### src/rtl/stick_gesture_mode_select_assert.svh
// Assertion macros for the stick gesture mode select block.
// Expects clk and rst in the scope of the user.
`ifndef STICK_GESTURE_MODE_SELECT_ASSERT_SVH
`define STICK_GESTURE_MODE_SELECT_ASSERT_SVH

// same-cycle implication
`define SGMS_ASSERT_NOW(label, ante, cons, msg) \
  label: assert property (@(posedge clk) disable iff (rst) (ante) |-> (cons)) \
    else $error(msg);

// next-cycle implication
`define SGMS_ASSERT_NEXT(label, ante, cons, msg) \
  label: assert property (@(posedge clk) disable iff (rst) (ante) |=> (cons)) \
    else $error(msg);

`endif

### src/rtl/sgms_pkg.sv
// Types, constants and gesture tables of the stick gesture mode select block.
// No dependencies.
`timescale 1ns / 1ps
package sgms_pkg;

  localparam int NUM_CH       = 4;
  localparam int NUM_GESTURES = 6;
  localparam int READ_GESTURE = 5;

  typedef logic signed [10:0]           stick_t;
  typedef logic [NUM_CH-1:0][10:0]      stick_vec_t;
  typedef logic [4:0]                   key_t;
  typedef logic [2:0]                   mode_t;
  typedef logic [2:0]                   buzz_t;
  typedef logic [9:0]                   thr_t;
  typedef logic [14:0]                  hold_t;
  typedef logic [1:0]                   cfg_idx_t;
  typedef logic [14:0]                  cfg_data_t;
  typedef logic [NUM_GESTURES-1:0]      gest_vec_t;

  typedef struct packed {
    thr_t  threshold;
    hold_t hold_ticks;
  } cfg_t;

  typedef struct packed {
    gest_vec_t match;
    gest_vec_t active;
  } gesture_status_t;

  // register indexes
  localparam cfg_idx_t REG_THRESHOLD = 2'd0;
  localparam cfg_idx_t REG_HOLD      = 2'd1;

  localparam thr_t  THRESHOLD_RESET = 10'd650;
  localparam hold_t HOLD_RESET      = 15'd500;
  localparam hold_t COUNTER_MAX     = '1;

  // key bits
  localparam int KEY_F = 0;
  localparam int KEY_C = 1;
  localparam int KEY_V = 2;
  localparam int KEY_R = 3;
  localparam int KEY_X = 4;

  localparam mode_t MODE_0     = 3'd0;
  localparam mode_t MODE_1     = 3'd1;
  localparam mode_t MODE_2     = 3'd2;
  localparam mode_t MODE_3     = 3'd3;
  localparam mode_t MODE_4     = 3'd4;
  localparam mode_t MODE_RESET = MODE_1;
  localparam mode_t MODE_MAX   = MODE_4;

  localparam buzz_t BUZZ_NONE = 3'd0;
  localparam buzz_t BUZZ_LONG = 3'd5;

  // bit i set: channel i must be above +thr; clear: below -thr
  localparam logic [NUM_CH-1:0] GESTURE_POS [NUM_GESTURES] = '{
    4'b0011, 4'b1011, 4'b0001, 4'b1110, 4'b0100, 4'b1001
  };
  localparam mode_t GESTURE_MODE [NUM_GESTURES] = '{
    MODE_2, MODE_4, MODE_3, MODE_1, MODE_0, MODE_0
  };
  localparam buzz_t GESTURE_BUZZ [NUM_GESTURES] = '{
    3'd2, 3'd4, 3'd3, 3'd1, BUZZ_LONG, BUZZ_NONE
  };

endpackage

### src/rtl/sgms_if.sv
// Valid/ready channel interfaces: stick input words, result words, config writes.
// Depends on sgms_pkg.
`timescale 1ns / 1ps
interface sgms_in_if;
  logic             valid;
  logic             ready;
  sgms_pkg::stick_t stick_ch0;
  sgms_pkg::stick_t stick_ch1;
  sgms_pkg::stick_t stick_ch2;
  sgms_pkg::stick_t stick_ch3;
  sgms_pkg::key_t   key_flags;

  modport source (output valid, stick_ch0, stick_ch1, stick_ch2, stick_ch3, key_flags,
                  input ready);
  modport sink   (input valid, stick_ch0, stick_ch1, stick_ch2, stick_ch3, key_flags,
                  output ready);
endinterface

interface sgms_out_if;
  logic            valid;
  logic            ready;
  sgms_pkg::mode_t sent_mode;
  sgms_pkg::mode_t final_mode;
  sgms_pkg::buzz_t buzzer_code;

  modport source (output valid, sent_mode, final_mode, buzzer_code, input ready);
  modport sink   (input valid, sent_mode, final_mode, buzzer_code, output ready);
endinterface

interface sgms_cfg_if;
  logic                valid;
  logic                ready;
  sgms_pkg::cfg_idx_t  index;
  sgms_pkg::cfg_data_t data;

  modport source (output valid, index, data, input ready);
  modport sink   (input valid, index, data, output ready);
endinterface

### src/rtl/sgms_cfg_regs.sv
// Configuration registers: stick threshold and hold limit.
// Depends on sgms_pkg and sgms_cfg_if.
`timescale 1ns / 1ps
module sgms_cfg_regs (
  input  logic           clk,
  input  logic           rst,
  sgms_cfg_if.sink       cfg,
  output sgms_pkg::cfg_t regs
);

  assign cfg.ready = 1'b1;

  always_ff @(posedge clk) begin
    if (rst) begin
      regs.threshold  <= sgms_pkg::THRESHOLD_RESET;
      regs.hold_ticks <= sgms_pkg::HOLD_RESET;
    end else if (cfg.valid) begin
      if (cfg.index == sgms_pkg::REG_THRESHOLD) begin
        regs.threshold <= cfg.data[9:0];
      end else if (cfg.index == sgms_pkg::REG_HOLD) begin
        regs.hold_ticks <= cfg.data;
      end
    end
  end

endmodule

### src/rtl/sgms_gesture_track.sv
// Gesture match and saturating hold counters, one per gesture.
// Depends on sgms_pkg.
`timescale 1ns / 1ps
module sgms_gesture_track (
  input  logic                      clk,
  input  logic                      rst,
  input  logic                      advance,
  input  sgms_pkg::stick_vec_t      sticks,
  input  sgms_pkg::cfg_t            regs,
  output sgms_pkg::gesture_status_t status
);

  sgms_pkg::hold_t   counters      [sgms_pkg::NUM_GESTURES];
  sgms_pkg::hold_t   counters_next [sgms_pkg::NUM_GESTURES];
  logic signed [11:0] thr_pos;
  logic signed [11:0] thr_neg;
  logic [sgms_pkg::NUM_CH-1:0] above;
  logic [sgms_pkg::NUM_CH-1:0] below;

  always_comb begin
    logic signed [11:0] ch_ext;
    thr_pos = $signed({2'b00, regs.threshold});
    thr_neg = -thr_pos;
    for (int i = 0; i < sgms_pkg::NUM_CH; i++) begin
      ch_ext   = $signed({sticks[i][10], sticks[i]});
      above[i] = ch_ext > thr_pos;
      below[i] = ch_ext < thr_neg;
    end
  end

  always_comb begin
    for (int g = 0; g < sgms_pkg::NUM_GESTURES; g++) begin
      status.match[g] = &((above & sgms_pkg::GESTURE_POS[g]) |
                          (below & ~sgms_pkg::GESTURE_POS[g]));
      if (!status.match[g]) begin
        counters_next[g] = '0;
      end else if (counters[g] == sgms_pkg::COUNTER_MAX) begin
        counters_next[g] = counters[g];
      end else begin
        counters_next[g] = counters[g] + 15'd1;
      end
      status.active[g] = counters_next[g] > regs.hold_ticks;
    end
  end

  always_ff @(posedge clk) begin
    if (rst) begin
      for (int g = 0; g < sgms_pkg::NUM_GESTURES; g++) begin
        counters[g] <= '0;
      end
    end else if (advance) begin
      for (int g = 0; g < sgms_pkg::NUM_GESTURES; g++) begin
        counters[g] <= counters_next[g];
      end
    end
  end

endmodule

### src/rtl/stick_gesture_mode_select.sv
// Stick gesture mode select: an input register followed by a result register.
// Throughput one word per cycle; a stalled result holds the input register.
// Rate set by the single mode/counter update path, one word per clock.
// Reset (synchronous): mode 1, hold counters zero, threshold 650, hold limit 500.
// Depends on sgms_pkg, sgms_if, sgms_cfg_regs, sgms_gesture_track and the assert header.
`timescale 1ns / 1ps
`include "stick_gesture_mode_select_assert.svh"
module stick_gesture_mode_select (
  input  logic       clk,
  input  logic       rst,
  sgms_in_if.sink    in_ch,
  sgms_out_if.source out_ch,
  sgms_cfg_if.sink   cfg
);

  sgms_pkg::cfg_t            regs;
  sgms_pkg::gesture_status_t status;

  logic                 s1_valid;
  sgms_pkg::stick_vec_t s1_sticks;
  sgms_pkg::key_t       s1_keys;
  logic                 advance;

  sgms_pkg::mode_t current_mode;
  sgms_pkg::mode_t current_mode_next;
  sgms_pkg::mode_t sent_next;
  sgms_pkg::buzz_t buzz_next;

  logic            out_valid;
  sgms_pkg::mode_t sent_mode;
  sgms_pkg::mode_t final_mode;
  sgms_pkg::buzz_t buzzer_code;

  sgms_cfg_regs u_cfg (
    .clk  (clk),
    .rst  (rst),
    .cfg  (cfg),
    .regs (regs)
  );

  sgms_gesture_track u_track (
    .clk     (clk),
    .rst     (rst),
    .advance (advance),
    .sticks  (s1_sticks),
    .regs    (regs),
    .status  (status)
  );

  assign advance      = s1_valid && (!out_valid || out_ch.ready);
  assign in_ch.ready  = !s1_valid || advance;

  always_ff @(posedge clk) begin
    if (rst) begin
      s1_valid <= 1'b0;
    end else if (in_ch.ready) begin
      s1_valid <= in_ch.valid;
    end
  end

  always_ff @(posedge clk) begin
    if (in_ch.valid && in_ch.ready) begin
      s1_sticks <= {in_ch.stick_ch3, in_ch.stick_ch2, in_ch.stick_ch1, in_ch.stick_ch0};
      s1_keys   <= in_ch.key_flags;
    end
  end

  always_comb begin
    sgms_pkg::mode_t m;
    m = current_mode;
    if (s1_keys[sgms_pkg::KEY_F]) m = sgms_pkg::MODE_1;
    if (s1_keys[sgms_pkg::KEY_C]) m = sgms_pkg::MODE_3;
    if (s1_keys[sgms_pkg::KEY_V]) m = sgms_pkg::MODE_4;
    if (s1_keys[sgms_pkg::KEY_R]) m = sgms_pkg::MODE_2;
    if (s1_keys[sgms_pkg::KEY_X]) m = sgms_pkg::MODE_0;
    sent_next = m;
    buzz_next = sgms_pkg::BUZZ_NONE;
    for (int g = 0; g < sgms_pkg::NUM_GESTURES; g++) begin
      if (status.active[g]) begin
        if (g == sgms_pkg::READ_GESTURE) begin
          buzz_next = (m != sgms_pkg::MODE_0) ? m : sgms_pkg::BUZZ_LONG;
        end else begin
          m         = sgms_pkg::GESTURE_MODE[g];
          buzz_next = sgms_pkg::GESTURE_BUZZ[g];
        end
      end
    end
    current_mode_next = m;
  end

  always_ff @(posedge clk) begin
    if (rst) begin
      current_mode <= sgms_pkg::MODE_RESET;
      out_valid    <= 1'b0;
    end else begin
      if (advance) begin
        current_mode <= current_mode_next;
        out_valid    <= 1'b1;
      end else if (out_ch.ready) begin
        out_valid <= 1'b0;
      end
    end
  end

  always_ff @(posedge clk) begin
    if (advance) begin
      sent_mode   <= sent_next;
      final_mode  <= current_mode_next;
      buzzer_code <= buzz_next;
    end
  end

  assign out_ch.valid       = out_valid;
  assign out_ch.sent_mode   = sent_mode;
  assign out_ch.final_mode  = final_mode;
  assign out_ch.buzzer_code = buzzer_code;

  `SGMS_ASSERT_NOW(a_one_gesture, s1_valid, $onehot0(status.match), "two gestures match at once")
  `SGMS_ASSERT_NOW(a_active_match, s1_valid, ~|(status.active & ~status.match), "active no match")
  `SGMS_ASSERT_NEXT(a_advance_result, advance, out_valid, "result missing after advance")
  `SGMS_ASSERT_NEXT(a_stall_hold, s1_valid && !advance, s1_valid, "stalled word dropped")
  `SGMS_ASSERT_NOW(a_mode_range, 1'b1, current_mode <= sgms_pkg::MODE_MAX, "mode out of range")

endmodule

### src/flat_wrapper.sv
// flat-port wrapper written by rule: the top's interface ports become plain ports
module stick_gesture_mode_select_flat 
  (clk, rst, in_ch_valid, in_ch_stick_ch0, in_ch_stick_ch1, in_ch_stick_ch2, in_ch_stick_ch3, in_ch_key_flags, in_ch_ready, out_ch_valid, out_ch_sent_mode, out_ch_final_mode, out_ch_buzzer_code, out_ch_ready, cfg_valid, cfg_index, cfg_data, cfg_ready);
  sgms_in_if in_ch_i ();
  sgms_out_if out_ch_i ();
  sgms_cfg_if cfg_i ();
  input  logic clk;
  input  logic rst;
  input wire logic [$bits(in_ch_i.valid)-1:0] in_ch_valid;
  input wire logic [$bits(in_ch_i.stick_ch0)-1:0] in_ch_stick_ch0;
  input wire logic [$bits(in_ch_i.stick_ch1)-1:0] in_ch_stick_ch1;
  input wire logic [$bits(in_ch_i.stick_ch2)-1:0] in_ch_stick_ch2;
  input wire logic [$bits(in_ch_i.stick_ch3)-1:0] in_ch_stick_ch3;
  input wire logic [$bits(in_ch_i.key_flags)-1:0] in_ch_key_flags;
  output wire logic [$bits(in_ch_i.ready)-1:0] in_ch_ready;
  output wire logic [$bits(out_ch_i.valid)-1:0] out_ch_valid;
  output wire logic [$bits(out_ch_i.sent_mode)-1:0] out_ch_sent_mode;
  output wire logic [$bits(out_ch_i.final_mode)-1:0] out_ch_final_mode;
  output wire logic [$bits(out_ch_i.buzzer_code)-1:0] out_ch_buzzer_code;
  input wire logic [$bits(out_ch_i.ready)-1:0] out_ch_ready;
  input wire logic [$bits(cfg_i.valid)-1:0] cfg_valid;
  input wire logic [$bits(cfg_i.index)-1:0] cfg_index;
  input wire logic [$bits(cfg_i.data)-1:0] cfg_data;
  output wire logic [$bits(cfg_i.ready)-1:0] cfg_ready;
  assign in_ch_i.valid = in_ch_valid;
  assign in_ch_i.stick_ch0 = in_ch_stick_ch0;
  assign in_ch_i.stick_ch1 = in_ch_stick_ch1;
  assign in_ch_i.stick_ch2 = in_ch_stick_ch2;
  assign in_ch_i.stick_ch3 = in_ch_stick_ch3;
  assign in_ch_i.key_flags = in_ch_key_flags;
  assign in_ch_ready = in_ch_i.ready;
  assign out_ch_valid = out_ch_i.valid;
  assign out_ch_sent_mode = out_ch_i.sent_mode;
  assign out_ch_final_mode = out_ch_i.final_mode;
  assign out_ch_buzzer_code = out_ch_i.buzzer_code;
  assign out_ch_i.ready = out_ch_ready;
  assign cfg_i.valid = cfg_valid;
  assign cfg_i.index = cfg_index;
  assign cfg_i.data = cfg_data;
  assign cfg_ready = cfg_i.ready;
  stick_gesture_mode_select u_core (.clk(clk), .rst(rst), .in_ch(in_ch_i), .out_ch(out_ch_i), .cfg(cfg_i));
endmodule
### config.mk
export PLATFORM = sky130hd
export DESIGN_NAME = stick_gesture_mode_select_flat
export DESIGN_NICKNAME = d
export VERILOG_FILES = /design/src/rtl/sgms_pkg.sv /design/src/rtl/sgms_if.sv /design/src/rtl/sgms_cfg_regs.sv /design/src/rtl/sgms_gesture_track.sv /design/src/rtl/stick_gesture_mode_select.sv /design/src/flat_wrapper.sv
export VERILOG_INCLUDE_DIRS = /design/src /design/src/rtl
export SDC_FILE = /design/constraint.sdc
export NUM_CORES = 1
export LEC_CHECK = 0
export ABC_AREA = 1
export BUFFER_PORTS_ARGS = -buffer_cell sky130_fd_sc_hd__clkbuf_2
export CORE_UTILIZATION = 45
export DETAILED_ROUTE_END_ITERATION = 7
export REMOVE_ABC_BUFFERS = 1
export SLEW_MARGIN = 20
export SYNTH_ARGS = -nofsm -noshare
export SYNTH_HDL_FRONTEND = slang
export SYNTH_SLANG_ARGS = --single-unit
### constraint.sdc
create_clock -name clk -period 5.2 [get_ports clk]
set_input_delay 0.26 -clock clk [delete_from_list [all_inputs] [get_ports clk]]
set_output_delay 0.26 -clock clk [all_outputs]
set_load 0.01 [all_outputs]
==> report_table.html <==
<table>
<tr><th>Metric</th><th>Value</th></tr>
<tr><th colspan="2">Status</th></tr>
<tr><td>Status</td><td>finished clean</td></tr>
<tr><th colspan="2">Timing</th></tr>
<tr><td>Transition at the pin with the smallest max-transition slack</td><td>1.05 ns</td></tr>
<tr><td>Final sum of negative setup slack</td><td>0 ns</td></tr>
<tr><td>Post-layout minimum cycle time</td><td>4.77 ns</td></tr>
<tr><td>Setup violation total in the final timing report</td><td>0</td></tr>
<tr><td>Slew HR</td><td>approximately 30%</td></tr>
<tr><td>Final Hold Violating Endpoints</td><td>0</td></tr>
<tr><td>Highest clock frequency the design can meet</td><td>approximately 0.21 GHz</td></tr>
<tr><td>Maximum clock skew at final layout</td><td>around 0.018 ns</td></tr>
<tr><td>Post-route setup slack</td><td>about 0.43 ns</td></tr>
<tr><td>Share of the clock period used by the worst path</td><td>around nine tenths</td></tr>
<tr><td>Final-report max-slew violation count</td><td>0</td></tr>
<tr><th colspan="2">Hold path</th></tr>
<tr><td>Hold Path Class</td><td>in -&gt; reg</td></tr>
<tr><th colspan="2">Yosys</th></tr>
<tr><td>Yosys cell types</td><td>between 40 and 50</td></tr>
<tr><td>Number of enable flip-flop cells after synthesis</td><td>around 150</td></tr>
<tr><td>Number of synthesized register bits</td><td>around 180</td></tr>
<tr><td>Leading register cell type out of synthesis</td><td>sky130_fd_sc_hd__edfxtp_1</td></tr>
<tr><td>Mean instance size in the synthesized netlist</td><td>7.94 sq um</td></tr>
<tr><td>Share of the synthesized area in the top cell type</td><td>roughly a third</td></tr>
<tr><td>Synth async-reset ratio</td><td>0%</td></tr>
<tr><td>Yosys Warn Count</td><td>0</td></tr>
<tr><td>Sequential cell area fraction in the yosys report</td><td>approximately 37%</td></tr>
<tr><td>Synth area leader</td><td>sky130_fd_sc_hd__edfxtp_1</td></tr>
<tr><td>Synth Cell Area</td><td>about 14,000 sq um</td></tr>
<tr><td>Number of cells produced by synthesis</td><td>~1,700</td></tr>
<tr><td>Cells taking the most area after synthesis</td><td>sky130_fd_sc_hd__edfxtp_1 33%, sky130_fd_sc_hd__ha_1 16%, sky130_fd_sc_hd__nand2_1 8.5%</td></tr>
<tr><th colspan="2">Cells and area</th></tr>
<tr><td>Area delta synth-&gt;final</td><td>14.5%</td></tr>
<tr><td>Number of nets at the end of the flow</td><td>approximately 2,100</td></tr>
<tr><td>Diode count</td><td>0</td></tr>
<tr><td>Layout filler cell count</td><td>roughly 2,900</td></tr>
<tr><td>Fraction of final layout cells with drive strength greater than 1</td><td>under 10%</td></tr>
<tr><td>Non-filler cells in the finished layout</td><td>roughly 2,200</td></tr>
<tr><th colspan="2">Global route</th></tr>
<tr><td>Global-route congestion overflow total</td><td>0</td></tr>
<tr><td>Aggregate global-route resource usage</td><td>between 20% and 30%</td></tr>
<tr><td>Pin count of the biggest net entering global routing</td><td>between 50 and 60</td></tr>
<tr><td>Global-route wire length before repair</td><td>around 57 mm</td></tr>
<tr><td>Number of antenna violations at the first check in global routing</td><td>0</td></tr>
<tr><td>Via count of the first global-routing pass</td><td>~11,000</td></tr>
<tr><th colspan="2">CTS</th></tr>
<tr><td>Root Driver</td><td>sky130_fd_sc_hd__clkbuf_16</td></tr>
<tr><td>Number of sinks handled by clock tree synthesis</td><td>approximately 180</td></tr>
<tr><td>Clock slew seen by the registers of the worst setup and hold paths</td><td>around 0.07 ns</td></tr>
<tr><td>TritonCTS clock tree</td><td>yes</td></tr>
<tr><td>H-tree depth</td><td>4</td></tr>
<tr><td>Number of clock buffers inserted by TritonCTS</td><td>17</td></tr>
<tr><td>Worst-Skew Late Latency</td><td>between 0.4 and 0.5 ns</td></tr>
<tr><td>Max Buffers Root-to-Sink</td><td>2</td></tr>
<tr><th colspan="2">Power and ir drop</th></tr>
<tr><td>VDD IR max</td><td>between 200 and 250 uV</td></tr>
<tr><td>Cell area power density</td><td>226 nW/um^2</td></tr>
<tr><td>Leakage Power</td><td>approximately 7.6 nW</td></tr>
<tr><th colspan="2">Placement</th></tr>
<tr><td>HPWL reported at the end of detailed placement</td><td>25.8 mm</td></tr>
<tr><td>Worst setup timing slack at the placement stage</td><td>between 0.1 and 0.15 ns</td></tr>
<tr><td>Placed Instances</td><td>roughly 2,200</td></tr>
<tr><td>Number of input and output port buffers inserted</td><td>81</td></tr>
<tr><td>Final GP Congestion</td><td>around 0.9</td></tr>
<tr><th colspan="2">Detailed routing</th></tr>
<tr><td>Mean routed wirelength per cell</td><td>around 16 um</td></tr>
<tr><td>DRC violations left</td><td>0</td></tr>
<tr><td>Number of nets with antenna violations after routing</td><td>0</td></tr>
<tr><td>First DRT Iteration DRCs</td><td>approximately 750</td></tr>
<tr><td>Number of vias after detailed routing</td><td>roughly 12,000</td></tr>
<tr><td>Post-detailed-routing wire length</td><td>around 35 mm</td></tr>
<tr><td>Number of vias per cell</td><td>~5.2</td></tr>
<tr><td>DRT Pass-1 Iters</td><td>5</td></tr>
<tr><th colspan="2">Die</th></tr>
<tr><td>Y dimension of the die</td><td>175 um</td></tr>
<tr><td>Area of the die</td><td>about 30,000 sq um</td></tr>
<tr><td>Effective utilization at floorplan</td><td>45.6%</td></tr>
<tr><td>Number of ports placed on the die boundary</td><td>83</td></tr>
<tr><td>Horizontal extent of the die</td><td>~180 um</td></tr>
<tr><td>Total core area</td><td>just under 30,000 sq um</td></tr>
<tr><td>Row count</td><td>63</td></tr>
<tr><th colspan="2">Critical path</th></tr>
<tr><td>Crit path DAT</td><td>about 5.0 ns</td></tr>
<tr><td>Crit-path max FO</td><td>7</td></tr>
<tr><td>Required time reported for the critical path endpoint</td><td>~5.4 ns</td></tr>
<tr><td>Startpoint type of the worst setup path</td><td>register</td></tr>
<tr><td>Launching element of the worst setup path</td><td>u_core.u_cfg.regs[17]</td></tr>
<tr><td>Capture point of the worst path</td><td>u_core.out_ch.buzzer_code[0]</td></tr>
<tr><td>CP Class</td><td>reg -&gt; reg</td></tr>
<tr><td>Worst reg2reg path depth</td><td>32</td></tr>
<tr><td>Highest-delay cell along the critical path</td><td>sky130_fd_sc_hd__dfxtp_1</td></tr>
<tr><td>Endpoint type of the worst setup path</td><td>register</td></tr>
<tr><td>Max incr delay on CP</td><td>0.40 ns</td></tr>
<tr><td>Cell with the most instances on the worst path</td><td>sky130_fd_sc_hd__nand2_1</td></tr>
<tr><td>Worst flop-to-flop path startpoint</td><td>u_core.u_cfg.regs[17]</td></tr>
<tr><td>Internal reg-to-reg setup slack</td><td>between 0.4 and 0.5 ns</td></tr>
<tr><td>Reg-to-reg critical path endpoint</td><td>u_core.out_ch.buzzer_code[0]</td></tr>
<tr><th colspan="2">Job</th></tr>
<tr><td>Max-cap check violation count</td><td>0</td></tr>
</table>
## per-layer routing
| layer | track usage, % | share of wire [%] | up-vias |
|---|---|---|---|
| met2 | 40.2 | 47 | 263 |
| met5 | 0 | 0 | - |
| li1 | - | - | 5984 |
| met4 | 9.60 | 3.3 | 0 |
| met3 | 3.74 | 4.2 | 62 |
| met1 | 29.7 | 46 | 5291 |
## logic make-up (layout without fill, tap and decap cells)
logic type                 after synthesis  count (layout)  synth area share, %
other                                    1               1               0.0277
AOI/OAI and AO/OA                      211             211                 8.81
buffers and inverters                  322             473                 9.29
xor gates and xnor gates                62              62                 4.15
and+or+nand+nor                        759             759                 24.8
DFF                                    178             178                 37.3
adders and majority gates              169             169                 15.6
## cell usage in the layout (no fill, tap or decap), types with 30 or more instances in the layout
cell,instances
sky130_fd_sc_hd__nand3_1,128
sky130_fd_sc_hd__dlygate4sd3_1,49
sky130_fd_sc_hd__dfxtp_1,30
sky130_fd_sc_hd__nor2_1,197
sky130_fd_sc_hd__clkbuf_2,81
sky130_fd_sc_hd__xor2_1,41
sky130_fd_sc_hd__ha_1,168
sky130_fd_sc_hd__nand4_1,54
sky130_fd_sc_hd__nor3_1,31
sky130_fd_sc_hd__inv_1,284
sky130_fd_sc_hd__nand2_1,305
sky130_fd_sc_hd__o21ai_0,64
sky130_fd_sc_hd__edfxtp_1,148
sky130_fd_sc_hd__a21oi_1,92
## cells in the mapped netlist, types with 3 or more instances
cell type,count
sky130_fd_sc_hd__xnor2_1,18
sky130_fd_sc_hd__inv_1,291
sky130_fd_sc_hd__o2111ai_1,3
sky130_fd_sc_hd__o21a_1,3
sky130_fd_sc_hd__nand3b_1,5
sky130_fd_sc_hd__clkbuf_1,14
sky130_fd_sc_hd__edfxtp_1,148
sky130_fd_sc_hd__nand4_1,54
sky130_fd_sc_hd__o21bai_1,12
sky130_fd_sc_hd__xor2_1,43
sky130_fd_sc_hd__nand3_1,128
sky130_fd_sc_hd__buf_1,4
sky130_fd_sc_hd__nor3b_1,3
sky130_fd_sc_hd__dfxtp_1,30
sky130_fd_sc_hd__a211oi_1,3
sky130_fd_sc_hd__a21boi_0,3
sky130_fd_sc_hd__buf_6,3
sky130_fd_sc_hd__nor2_2,8
sky130_fd_sc_hd__nor4_1,8
sky130_fd_sc_hd__o21ai_0,68
sky130_fd_sc_hd__nand2_1,305
sky130_fd_sc_hd__o41ai_1,3
sky130_fd_sc_hd__buf_4,6
sky130_fd_sc_hd__a21oi_1,92
sky130_fd_sc_hd__ha_1,169
sky130_fd_sc_hd__o211ai_1,15
sky130_fd_sc_hd__nor2_1,198
sky130_fd_sc_hd__nor3_1,31
sky130_fd_sc_hd__nand2_2,5
sky130_fd_sc_hd__nand3_2,3
sky130_fd_sc_hd__nor2_4,3
sky130_fd_sc_hd__nor3_2,3
## flip-flops by register name, indices dropped and copies added, names as in the netlist
register	flops
u_core.out_ch.valid	1
u_core.u_track.counters	90
u_core.s1_valid	1
u_core.s1_sticks	44
u_core.out_ch.sent_mode	3
u_core.current_mode	3
u_core.out_ch.final_mode	3
u_core.s1_keys	5
u_core.out_ch.buzzer_code	3
u_core.u_cfg.regs	25
## power breakdown
part	total (mW)	leakage (nW)	internal [mW]	switching, mW
logic	0.565	5.58	0.209	0.356
registers	1.69	1.77	1.63	0.0646
clock network	1.23	0.253	0.619	0.616
## area by class of cell
| type | instances | area [sq um] | area share [%] |
|---|---|---|---|
| Multi-Input combinational cell | 1202 | 7260 | 46.9 |
| Clock inverter | 13 | 101 | 0.655 |
| Timing Repair Buffer | 148 | 1050 | 6.79 |
| Clock buffer | 19 | 433 | 2.80 |
| Inverter | 293 | 1100 | 7.14 |
| Tap cell | 390 | 488 | 3.15 |
| Sequential cell | 178 | 5040 | 32.6 |
## metrics by stage
| stage | hold WS, ns | util [%] | power, mW | instance area, sq um |
|---|---|---|---|---|
| floorplan | 0.329 | - | 2.05 | 13400 |
| global placement | 0.437 | 48.5 | 2.23 | 14400 |
| detailed placement | 0.439 | 48.5 | 2.24 | 14400 |
| CTS | 0.0410 | 51.9 | 3.49 | 15400 |
| global route | 0.0616 | 52.2 | 3.66 | 15500 |
| finish | 0.0492 | 52.2 | 3.49 | 15500 |
## critical path: cells and delay by family (launching register included)
kind	cells	cell delay, ns
compound gates	5	0.75
xor+xnor	1	0.19
simple gates	20	2.11
buf+inv	4	0.45
flops	1	0.40
fa+ha+maj	2	0.63
## worst min path at each step
| stage | end | slack [ns] | cells past startpoint | startpoint |
|---|---|---|---|---|
| finish | u_core.s1_valid | 0.05 | 2 | rst |
| global route | u_core.u_cfg.regs[4] | 0.06 | 3 | cfg_data[4] |
| CTS | u_core.s1_valid | 0.04 | 2 | rst |
| detailed placement | u_core.s1_keys[2] | 0.44 | 1 | in_ch_key_flags[2] |
| global placement | u_core.s1_sticks[28] | 0.44 | 1 | in_ch_stick_ch2[6] |
| floorplan | u_core.out_ch.valid | 0.33 | 1 | rst |
## repair_timing
item | 4_1_cts | 5_1_grt
setup endpoints to repair | 0 | 9
endpoints found under the hold margin | 49 | 0
hold buffers | 49 | 0
buffers inserted | 0 | 5
gates resized for setup | 0 | 16
Note: power is estimated with default switching activity, not from simulation.
